File: src/sv/desa_pkg.sv
`timescale 1ns / 1ps
`default_nettype none

package desa_pkg;

    localparam int FIELD_BITS          = 16;
    localparam int ALIGN_MASK_BITS     = 15;
    localparam int DEFAULT_OFFSET_BITS = 16;
    localparam int QUEUE_DEPTH         = 2;

    localparam logic [FIELD_BITS-1:0] REGION_SIZE_RESET = 16'hFFFF;

    // status codes
    localparam logic [1:0] STATUS_OK        = 2'd0;
    localparam logic [1:0] STATUS_ZERO_SIZE = 2'd1;
    localparam logic [1:0] STATUS_CROSS     = 2'd2;

    typedef enum logic [2:0] {
        OP_ALLOC_BOTTOM  = 3'd0,
        OP_ALLOC_TOP     = 3'd1,
        OP_FREE_BOTTOM   = 3'd2,
        OP_FREE_TOP      = 3'd3,
        OP_MARK_BOTTOM   = 3'd4,
        OP_MARK_TOP      = 3'd5,
        OP_CLEAR_BOTTOM  = 3'd6,
        OP_CLEAR_TOP     = 3'd7
    } op_t;

    typedef struct packed {
        logic [2:0]            req_type;
        logic [FIELD_BITS-1:0] req_size;
        logic [3:0]            align_log2;
        logic [FIELD_BITS-1:0] marker_value;
    } req_t;

    typedef struct packed {
        logic [FIELD_BITS-1:0] alloc_offset;
        logic [1:0]            status;
        logic [FIELD_BITS-1:0] bottom_mark;
        logic [FIELD_BITS-1:0] top_mark;
    } rsp_t;

    // decoded request as it waits in the queue
    typedef struct packed {
        op_t                        op;
        logic                       zero_size;
        logic [FIELD_BITS-1:0]      size;
        logic [ALIGN_MASK_BITS-1:0] amask;
        logic [FIELD_BITS-1:0]      marker;
    } cmd_t;

endpackage

`default_nettype wire

File: src/sv/desa_front.sv
`timescale 1ns / 1ps
`default_nettype none

module desa_front (
    input  wire logic          in_valid,
    output logic               in_stall,
    input  wire desa_pkg::req_t in_data,
    input  wire logic          queue_full,
    output logic               push,
    output desa_pkg::cmd_t     push_cmd
);
    import desa_pkg::*;

    logic [FIELD_BITS-1:0] align_one;

    always_comb
    begin
        align_one = FIELD_BITS'(1) << in_data.align_log2;

        push_cmd.op        = op_t'(in_data.req_type);
        push_cmd.zero_size = (in_data.req_size == '0);
        push_cmd.size      = in_data.req_size;
        push_cmd.amask     = ALIGN_MASK_BITS'(align_one - FIELD_BITS'(1));
        push_cmd.marker    = in_data.marker_value;
    end

    assign in_stall = queue_full;
    assign push     = in_valid && !queue_full;

endmodule

`default_nettype wire

File: src/sv/desa_queue.sv
`timescale 1ns / 1ps
`default_nettype none

module desa_queue (
    input  wire logic           clk,
    input  wire logic           rst_n,
    input  wire logic           push,
    input  wire desa_pkg::cmd_t push_cmd,
    input  wire logic           pop,
    output logic                full,
    output logic                head_valid,
    output desa_pkg::cmd_t      head
);
    import desa_pkg::*;

    localparam int PTR_BITS = (QUEUE_DEPTH > 1) ? $clog2(QUEUE_DEPTH) : 1;
    localparam int CNT_BITS = $clog2(QUEUE_DEPTH + 1);

    cmd_t                slot_reg [QUEUE_DEPTH];
    logic [PTR_BITS-1:0] wr_ptr_reg, wr_ptr_next;
    logic [PTR_BITS-1:0] rd_ptr_reg, rd_ptr_next;
    logic [CNT_BITS-1:0] count_reg, count_next;
    logic                do_push, do_pop;

    assign full       = (count_reg == CNT_BITS'(QUEUE_DEPTH));
    assign head_valid = (count_reg != '0);
    assign head       = slot_reg[rd_ptr_reg];
    assign do_push    = push && !full;
    assign do_pop     = pop && head_valid;

    always_comb
    begin
        wr_ptr_next = wr_ptr_reg;
        rd_ptr_next = rd_ptr_reg;
        count_next  = count_reg;
        if (do_push)
        begin
            wr_ptr_next = (wr_ptr_reg == PTR_BITS'(QUEUE_DEPTH - 1)) ? '0
                                                                     : wr_ptr_reg + 1'b1;
        end
        if (do_pop)
        begin
            rd_ptr_next = (rd_ptr_reg == PTR_BITS'(QUEUE_DEPTH - 1)) ? '0
                                                                     : rd_ptr_reg + 1'b1;
        end
        if (do_push && !do_pop)
        begin
            count_next = count_reg + 1'b1;
        end
        else if (do_pop && !do_push)
        begin
            count_next = count_reg - 1'b1;
        end
    end

    always_ff @(posedge clk or negedge rst_n)
    begin
        if (!rst_n)
        begin
            wr_ptr_reg <= '0;
            rd_ptr_reg <= '0;
            count_reg  <= '0;
        end
        else
        begin
            wr_ptr_reg <= wr_ptr_next;
            rd_ptr_reg <= rd_ptr_next;
            count_reg  <= count_next;
        end
    end

    always_ff @(posedge clk)
    begin
        if (do_push)
        begin
            slot_reg[wr_ptr_reg] <= push_cmd;
        end
    end

endmodule

`default_nettype wire

File: src/sv/desa_back.sv
`timescale 1ns / 1ps
`default_nettype none

module desa_back #(
    parameter int OFFSET_BITS = desa_pkg::DEFAULT_OFFSET_BITS
) (
    input  wire logic                              clk,
    input  wire logic                              rst_n,
    input  wire logic [desa_pkg::FIELD_BITS-1:0]   region_size,
    input  wire logic                              cmd_valid,
    input  wire desa_pkg::cmd_t                    cmd,
    output logic                                   cmd_pop,
    output logic                                   out_valid,
    input  wire logic                              out_stall,
    output desa_pkg::rsp_t                         out_data
);
    import desa_pkg::*;

    // working width: room for alignment round-up plus size without wrap
    localparam int CW = ((OFFSET_BITS > FIELD_BITS) ? OFFSET_BITS : FIELD_BITS) + 2;
    localparam logic [CW-1:0] OFS_MAX = CW'({OFFSET_BITS{1'b1}});
    localparam logic [CW-1:0] RESET_W = CW'(REGION_SIZE_RESET);
    localparam logic [OFFSET_BITS-1:0] TOP_RESET =
        OFFSET_BITS'((RESET_W > OFS_MAX) ? OFS_MAX : RESET_W);

    logic [OFFSET_BITS-1:0] bottom_reg, bottom_next;
    logic [OFFSET_BITS-1:0] top_reg, top_next;
    logic                   out_valid_reg, out_valid_next;
    rsp_t                   out_reg;

    logic [CW-1:0] bot_w, top_w, size_w, amask_w, marker_w, rs_w, end_w;
    logic [CW-1:0] bstart_w, bstop_w, tdiff_w, tstart_w, res_w;
    logic [1:0]    res_status;

    assign cmd_pop = cmd_valid && (!out_valid_reg || !out_stall);

    always_comb
    begin
        bot_w    = CW'(bottom_reg);
        top_w    = CW'(top_reg);
        size_w   = CW'(cmd.size);
        amask_w  = CW'(cmd.amask);
        marker_w = CW'(cmd.marker);
        rs_w     = CW'(region_size);
        end_w    = (rs_w > OFS_MAX) ? OFS_MAX : rs_w;

        bstart_w = (bot_w + amask_w) & ~amask_w;
        bstop_w  = bstart_w + size_w;
        tdiff_w  = top_w - size_w;
        tstart_w = tdiff_w & ~amask_w;

        bottom_next = bottom_reg;
        top_next    = top_reg;
        res_w       = '0;
        res_status  = STATUS_OK;

        unique case (cmd.op)
            OP_ALLOC_BOTTOM:
            begin
                if (cmd.zero_size)
                begin
                    res_status = STATUS_ZERO_SIZE;
                end
                else if (bstop_w < top_w)
                begin
                    bottom_next = OFFSET_BITS'(bstop_w);
                    res_w       = bstart_w;
                end
                else
                begin
                    res_status = STATUS_CROSS;
                end
            end
            OP_ALLOC_TOP:
            begin
                if (cmd.zero_size)
                begin
                    res_status = STATUS_ZERO_SIZE;
                end
                else if (size_w > top_w)
                begin
                    res_status = STATUS_CROSS;
                end
                else if (tstart_w > bot_w)
                begin
                    top_next = OFFSET_BITS'(tstart_w);
                    res_w    = tstart_w;
                end
                else
                begin
                    res_status = STATUS_CROSS;
                end
            end
            OP_FREE_BOTTOM:
            begin
                bottom_next = (size_w > bot_w) ? '0 : OFFSET_BITS'(bot_w - size_w);
            end
            OP_FREE_TOP:
            begin
                if (top_w >= end_w || size_w > end_w - top_w)
                begin
                    top_next = OFFSET_BITS'(end_w);
                end
                else
                begin
                    top_next = OFFSET_BITS'(top_w + size_w);
                end
            end
            OP_MARK_BOTTOM:
            begin
                if (marker_w < bot_w)
                begin
                    bottom_next = OFFSET_BITS'(marker_w);
                end
            end
            OP_MARK_TOP:
            begin
                if (marker_w > top_w && marker_w < end_w)
                begin
                    top_next = OFFSET_BITS'(marker_w);
                end
            end
            OP_CLEAR_BOTTOM:
            begin
                bottom_next = '0;
            end
            OP_CLEAR_TOP:
            begin
                top_next = OFFSET_BITS'(end_w);
            end
            default:
            begin
                res_status = STATUS_OK;
            end
        endcase

        if (cmd_pop)
        begin
            out_valid_next = 1'b1;
        end
        else
        begin
            out_valid_next = out_valid_reg && out_stall;
        end
    end

    always_ff @(posedge clk or negedge rst_n)
    begin
        if (!rst_n)
        begin
            bottom_reg    <= '0;
            top_reg       <= TOP_RESET;
            out_valid_reg <= 1'b0;
        end
        else
        begin
            out_valid_reg <= out_valid_next;
            if (cmd_pop)
            begin
                bottom_reg <= bottom_next;
                top_reg    <= top_next;
            end
        end
    end

    always_ff @(posedge clk)
    begin
        if (cmd_pop)
        begin
            out_reg.alloc_offset <= FIELD_BITS'(res_w);
            out_reg.status       <= res_status;
            out_reg.bottom_mark  <= FIELD_BITS'(bottom_next);
            out_reg.top_mark     <= FIELD_BITS'(top_next);
        end
    end

    assign out_valid = out_valid_reg;
    assign out_data  = out_reg;

endmodule

`default_nettype wire

File: src/sv/double_ended_stack_allocator.sv
`timescale 1ns / 1ps
`default_nettype none

// Double-ended stack allocator: keeps a bottom offset growing up from zero and a
// top offset growing down from region_size, and answers every request
// transaction (aligned allocate, free, marker rollback or clear at either end)
// with one result transaction carrying the allocated offset, a status code and
// both offsets as they stand after the request. Requests are decoded by a
// front stage into a two-entry queue; the back stage executes one queue entry
// per cycle while its result register is free or being taken, against the
// offset registers, and parks the result in an output register, so one
// transaction per cycle is sustained while out_stall is low, and up to two
// more request transactions are taken in while a result waits to be taken. A
// request passes through a queue slot and then the result register, and the
// combinational update of the offset registers (an align add, a size add and a
// compare) is what keeps the back stage at one request per cycle. region_size
// is written with cfg_we; the user writes it only while the block is idle, which
// the block does not enforce. Writing it does not move the top offset, it only
// takes effect on clears, saturating frees and top rollbacks. After reset the
// bottom offset is zero and the top offset is 65535, clipped to the offset width.

module double_ended_stack_allocator #(
    parameter int OFFSET_BITS = desa_pkg::DEFAULT_OFFSET_BITS
) (
    input  wire logic                            clk,
    input  wire logic                            rst_n,
    // request channel
    input  wire logic                            in_valid,
    output logic                                 in_stall,
    input  wire desa_pkg::req_t                  in_data,
    // result channel
    output logic                                 out_valid,
    input  wire logic                            out_stall,
    output desa_pkg::rsp_t                       out_data,
    // region size register
    input  wire logic                            cfg_we,
    input  wire logic [desa_pkg::FIELD_BITS-1:0] cfg_data
);
    import desa_pkg::*;

    logic [FIELD_BITS-1:0] region_size_reg;

    logic queue_full;
    logic push;
    cmd_t push_cmd;
    logic head_valid;
    cmd_t head;
    logic pop;

    // configuration register; the user writes it only between transactions, the block does not enforce this
    always_ff @(posedge clk or negedge rst_n)
    begin
        if (!rst_n)
        begin
            region_size_reg <= REGION_SIZE_RESET;
        end
        else if (cfg_we)
        begin
            region_size_reg <= cfg_data;
        end
    end

    // decode request type and alignment mask
    desa_front u_front (
        .in_valid   (in_valid),
        .in_stall   (in_stall),
        .in_data    (in_data),
        .queue_full (queue_full),
        .push       (push),
        .push_cmd   (push_cmd)
    );

    // decouples front from back so either side can stall alone
    desa_queue u_queue (
        .clk        (clk),
        .rst_n      (rst_n),
        .push       (push),
        .push_cmd   (push_cmd),
        .pop        (pop),
        .full       (queue_full),
        .head_valid (head_valid),
        .head       (head)
    );

    // owns the offsets and the result register
    desa_back #(
        .OFFSET_BITS (OFFSET_BITS)
    ) u_back (
        .clk         (clk),
        .rst_n       (rst_n),
        .region_size (region_size_reg),
        .cmd_valid   (head_valid),
        .cmd         (head),
        .cmd_pop     (pop),
        .out_valid   (out_valid),
        .out_stall   (out_stall),
        .out_data    (out_data)
    );

endmodule

`default_nettype wire

File: config.mk
export PLATFORM = sky130hd
export DESIGN_NAME = double_ended_stack_allocator
export DESIGN_NICKNAME = d
export VERILOG_FILES = /design/src/sv/desa_pkg.sv /design/src/sv/desa_front.sv /design/src/sv/desa_queue.sv /design/src/sv/desa_back.sv /design/src/sv/double_ended_stack_allocator.sv
export SDC_FILE = /design/constraint.sdc
export NUM_CORES = 1
export LEC_CHECK = 0
export ABC_AREA = 1
export BUFFER_PORTS_ARGS = -buffer_cell sky130_fd_sc_hd__buf_2
export CAP_MARGIN = 10
export CORE_UTILIZATION = 35
export DETAILED_ROUTE_END_ITERATION = 6
export PLACE_DENSITY = 0.61
export SETUP_SLACK_MARGIN = 0.3
export SLEW_MARGIN = 20
export SYNTH_ARGS = -nofsm -noshare
export SYNTH_HDL_FRONTEND = slang
export SYNTH_SLANG_ARGS = --single-unit
File: constraint.sdc
create_clock -name clk -period 9.3 [get_ports clk]
set_input_delay 1.86 -clock clk [delete_from_list [all_inputs] [get_ports clk]]
set_output_delay 1.86 -clock clk [all_outputs]
set_load 0.02 [all_outputs]
==> summary.txt <==
Floorplan
  – Io pins: 112
  – Core area: 0.0466 sq mm
  – Die ar.: 0.0481 sq mm
  – Die W: 219 microns
  – Rows: 79
  – Initial Utilization: 35.5%
  – Die Y: 219 microns

Critical path
  – CP Launch Type: register
  – CP endpoint kind: register
  – R2R depth: 37
  – Max incr delay on CP: 0.53 ns
  – Peak fanout along the critical path: 51
  – Crit Path Class: reg -> reg
  – CP arrival: 7.48 ns
  – Reg-to-Reg End: u_back.out_data[37]
  – CP most frequent cell: nand2_1
  – Slowest CP cell: inv_2
  – Flop2flop setup slack: 2.22 ns
  – Required @ worst endpoint: 9.70 ns
  – R2R Path Start: u_queue.rd_ptr_reg

Global route
  – Largest net degree at the start of global routing: 54
  – Vias in the first global route: 14,431
  – Total track usage: 24.8%
  – Grt ovf: 0
  – First-pass GRT wire length: 88,700 microns
  – Initial antenna violation count: 0

Drt
  – Iter 0 DRT Violations: 1,324
  – WL final: 59,900 microns
  – Post-DRT Antenna Nets: 0
  – WL/cell: 20.7 microns
  – Vias per cell: 5.25
  – Drc violations: 0
  – Drt pass-1 iters: 6
  – Vias: 15,190

STA
  – Endpoints failing hold: 0
  – Setup Skew: 0.0277 ns
  – Final setup violation count: 0
  – Setup TNS: 0 ns
  – RSZ-0062 raised after global routing: false
  – Max-slew violation count: 0
  – Final period util: 76.2%
  – Tmin final: 7.08 ns
  – Relative slew margins: 32.8%
  – Worst slew pin tran: 1.01 ns
  – Fmax: 0.141 GHz

Flow run
  – Max_cap viols: 0

Yosys
  – Sequential share of the synthesized area: 35.9%
  – #FFs+latches synth: 205
  – Syn Inst Count: 2,150
  – Post-synth EDFFs: 152
  – Primary FF master, synth: edfxtp_1
  – Post-synth cell types: 55
  – Post-Syn Nets: 2,404
  – Post-Syn Area: 0.0165 sq mm
  – Synth Warn #: 0
  – Syn_area_per_cell: 7.69 sq um
  – Ys async rst share: 25.9%

Layout
  – Ant. Diodes: 0
  – Fin nets: 2,521
  – Post-Layout Cell Count: 2,893
  – Layout cells sized above 1: 11.9%
  – Core Util, Final: 40.0%
  – Area Overhead vs Synth: 12.8%
  – Max reg flops: 102

Placed design
  – RePlAce Congestion: 0.968
  – Dpl cells: 2,847
  – Port buffer count: 111
  – DP Wirelength: 48,000 microns

Clocking
  – CTS Hold Bufs: 0
  – H-tree Lvls: 1
  – Setup bufs post-CTS: 0
  – Worst skew pair latency: 0.58 ns
  – Resized Gates After CTS: 0
  – TritonCTS clock tree: done
  – Root Buffer: clkbuf_16
  – CTS Buf Count: 25
  – Clock sink total: 205
  – Clk buf depth: 3
  – Clock Pin Slew Worst Setup and Hold Paths: 0.07 ns

Min path
  – Hold Path End: u_back.top_reg[12]
  – Hold Path Class: reg -> reg
  – Hold_sp: u_back.top_reg[12]
  – Hold depth: 2

Outcome
  – Status: finished clean
[worst max-delay path, delay by kind of cell, from the launching register on]
kind                       cells  cell delay (ns)
AOI/OAI and AO/OA              8             1.50
xor gates and xnor gates       2             0.39
adders and majority gates      3             0.90
buffers and inverters          5             1.25
DFF                            1             0.39
and+or+nand+nor               19             2.42
[cells by family (layout without fill, tap and decap cells)]
group / after synthesis / after routing / synth area share, %
adders and majority gates: 194 / 194 / 15.0
DFF: 205 / 205 / 35.9
AOI/OAI and AO/OA: 408 / 408 / 13.4
muxes: 1 / 1 / 0.0606
xor gates and xnor gates: 59 / 59 / 3.13
buffers and inverters: 338 / 474 / 7.93
and+or+nand+nor: 945 / 945 / 24.6
[layout make-up]
| cell class | instances | area, sq um |
|---|---|---|
| timing repair buffer | 133 | 721 |
| multi-input combinational | 1607 | 9310 |
| sequential | 205 | 5930 |
| tap | 607 | 759 |
| fill | 4772 | 27900 |
| clock buffer | 29 | 641 |
| clock inverter | 17 | 170 |
| inverter | 295 | 1110 |
[synth_stat cells (21+ instances only)]
cell / number / share of area (%)
clkbuf_1: 25 / 0.57
nand3_1: 135 / 4.1
inv_1: 287 / 6.5
nand2_1: 515 / 12
ha_1: 188 / 14
nor2_1: 171 / 3.9
edfxtp_1: 152 / 28
dfrtp_1: 21 / 3.2
dfstp_2: 32 / 5.1
nand4_1: 22 / 0.83
a21oi_1: 174 / 5.3
xor2_1: 44 / 2.3
o21ai_0: 165 / 5.0
or2_2: 33 / 1.2
[per-layer routing]
metal | vias to the layer above | GRT usage (%) | routed length (microns)
met5 | - | 0 | 0
met4 | 0 | 11.6 | 3010
met3 | 114 | 2.76 | 3470
met2 | 566 | 39.5 | 26700
met1 | 7080 | 33.6 | 26700
li1 | 7430 | - | -
[placed cells by master (no fill, tap or decap), types with 15 or more instances in the layout]
cell         n
o21ai_0    164
xnor2_1     15
dfstp_2     32
nor3_1      16
buf_4       22
nand2_1    515
nor2_1     169
dfrtp_1     21
or2_2       33
xor2_1      44
ha_1       188
nand3_1    135
edfxtp_1   152
a21oi_1    174
nand4_1     22
clkbuf_16   25
inv_1      286
buf_2      111
[per-stage QoR]
stage	instance area [sq um]	hold slack [ns]	setup slack, ns
floorplan	16500	0.465	4.11
global placement	17800	0.504	2.36
detailed placement	17800	0.510	2.41
CTS	18600	0.520	2.39
global route	18600	0.541	1.63
finish	18600	0.524	2.22
[worst max path at each step]
stage	startpoint	slack (ns)	cells after the start	to
global placement	u_queue.rd_ptr_reg	2.36	37	u_back.out_data[37]
finish	u_queue.rd_ptr_reg	2.22	37	u_back.out_data[37]
global route	u_queue.rd_ptr_reg	1.63	37	u_back.out_data[41]
floorplan	u_queue.rd_ptr_reg	4.11	39	u_back.out_data[28]
CTS	u_queue.rd_ptr_reg	2.39	37	u_back.out_data[37]
detailed placement	u_queue.rd_ptr_reg	2.41	37	u_back.out_data[37]
Power is not shown: default switching activity piles up to over one toggle a cycle in this logic, so the estimate is an artifact.
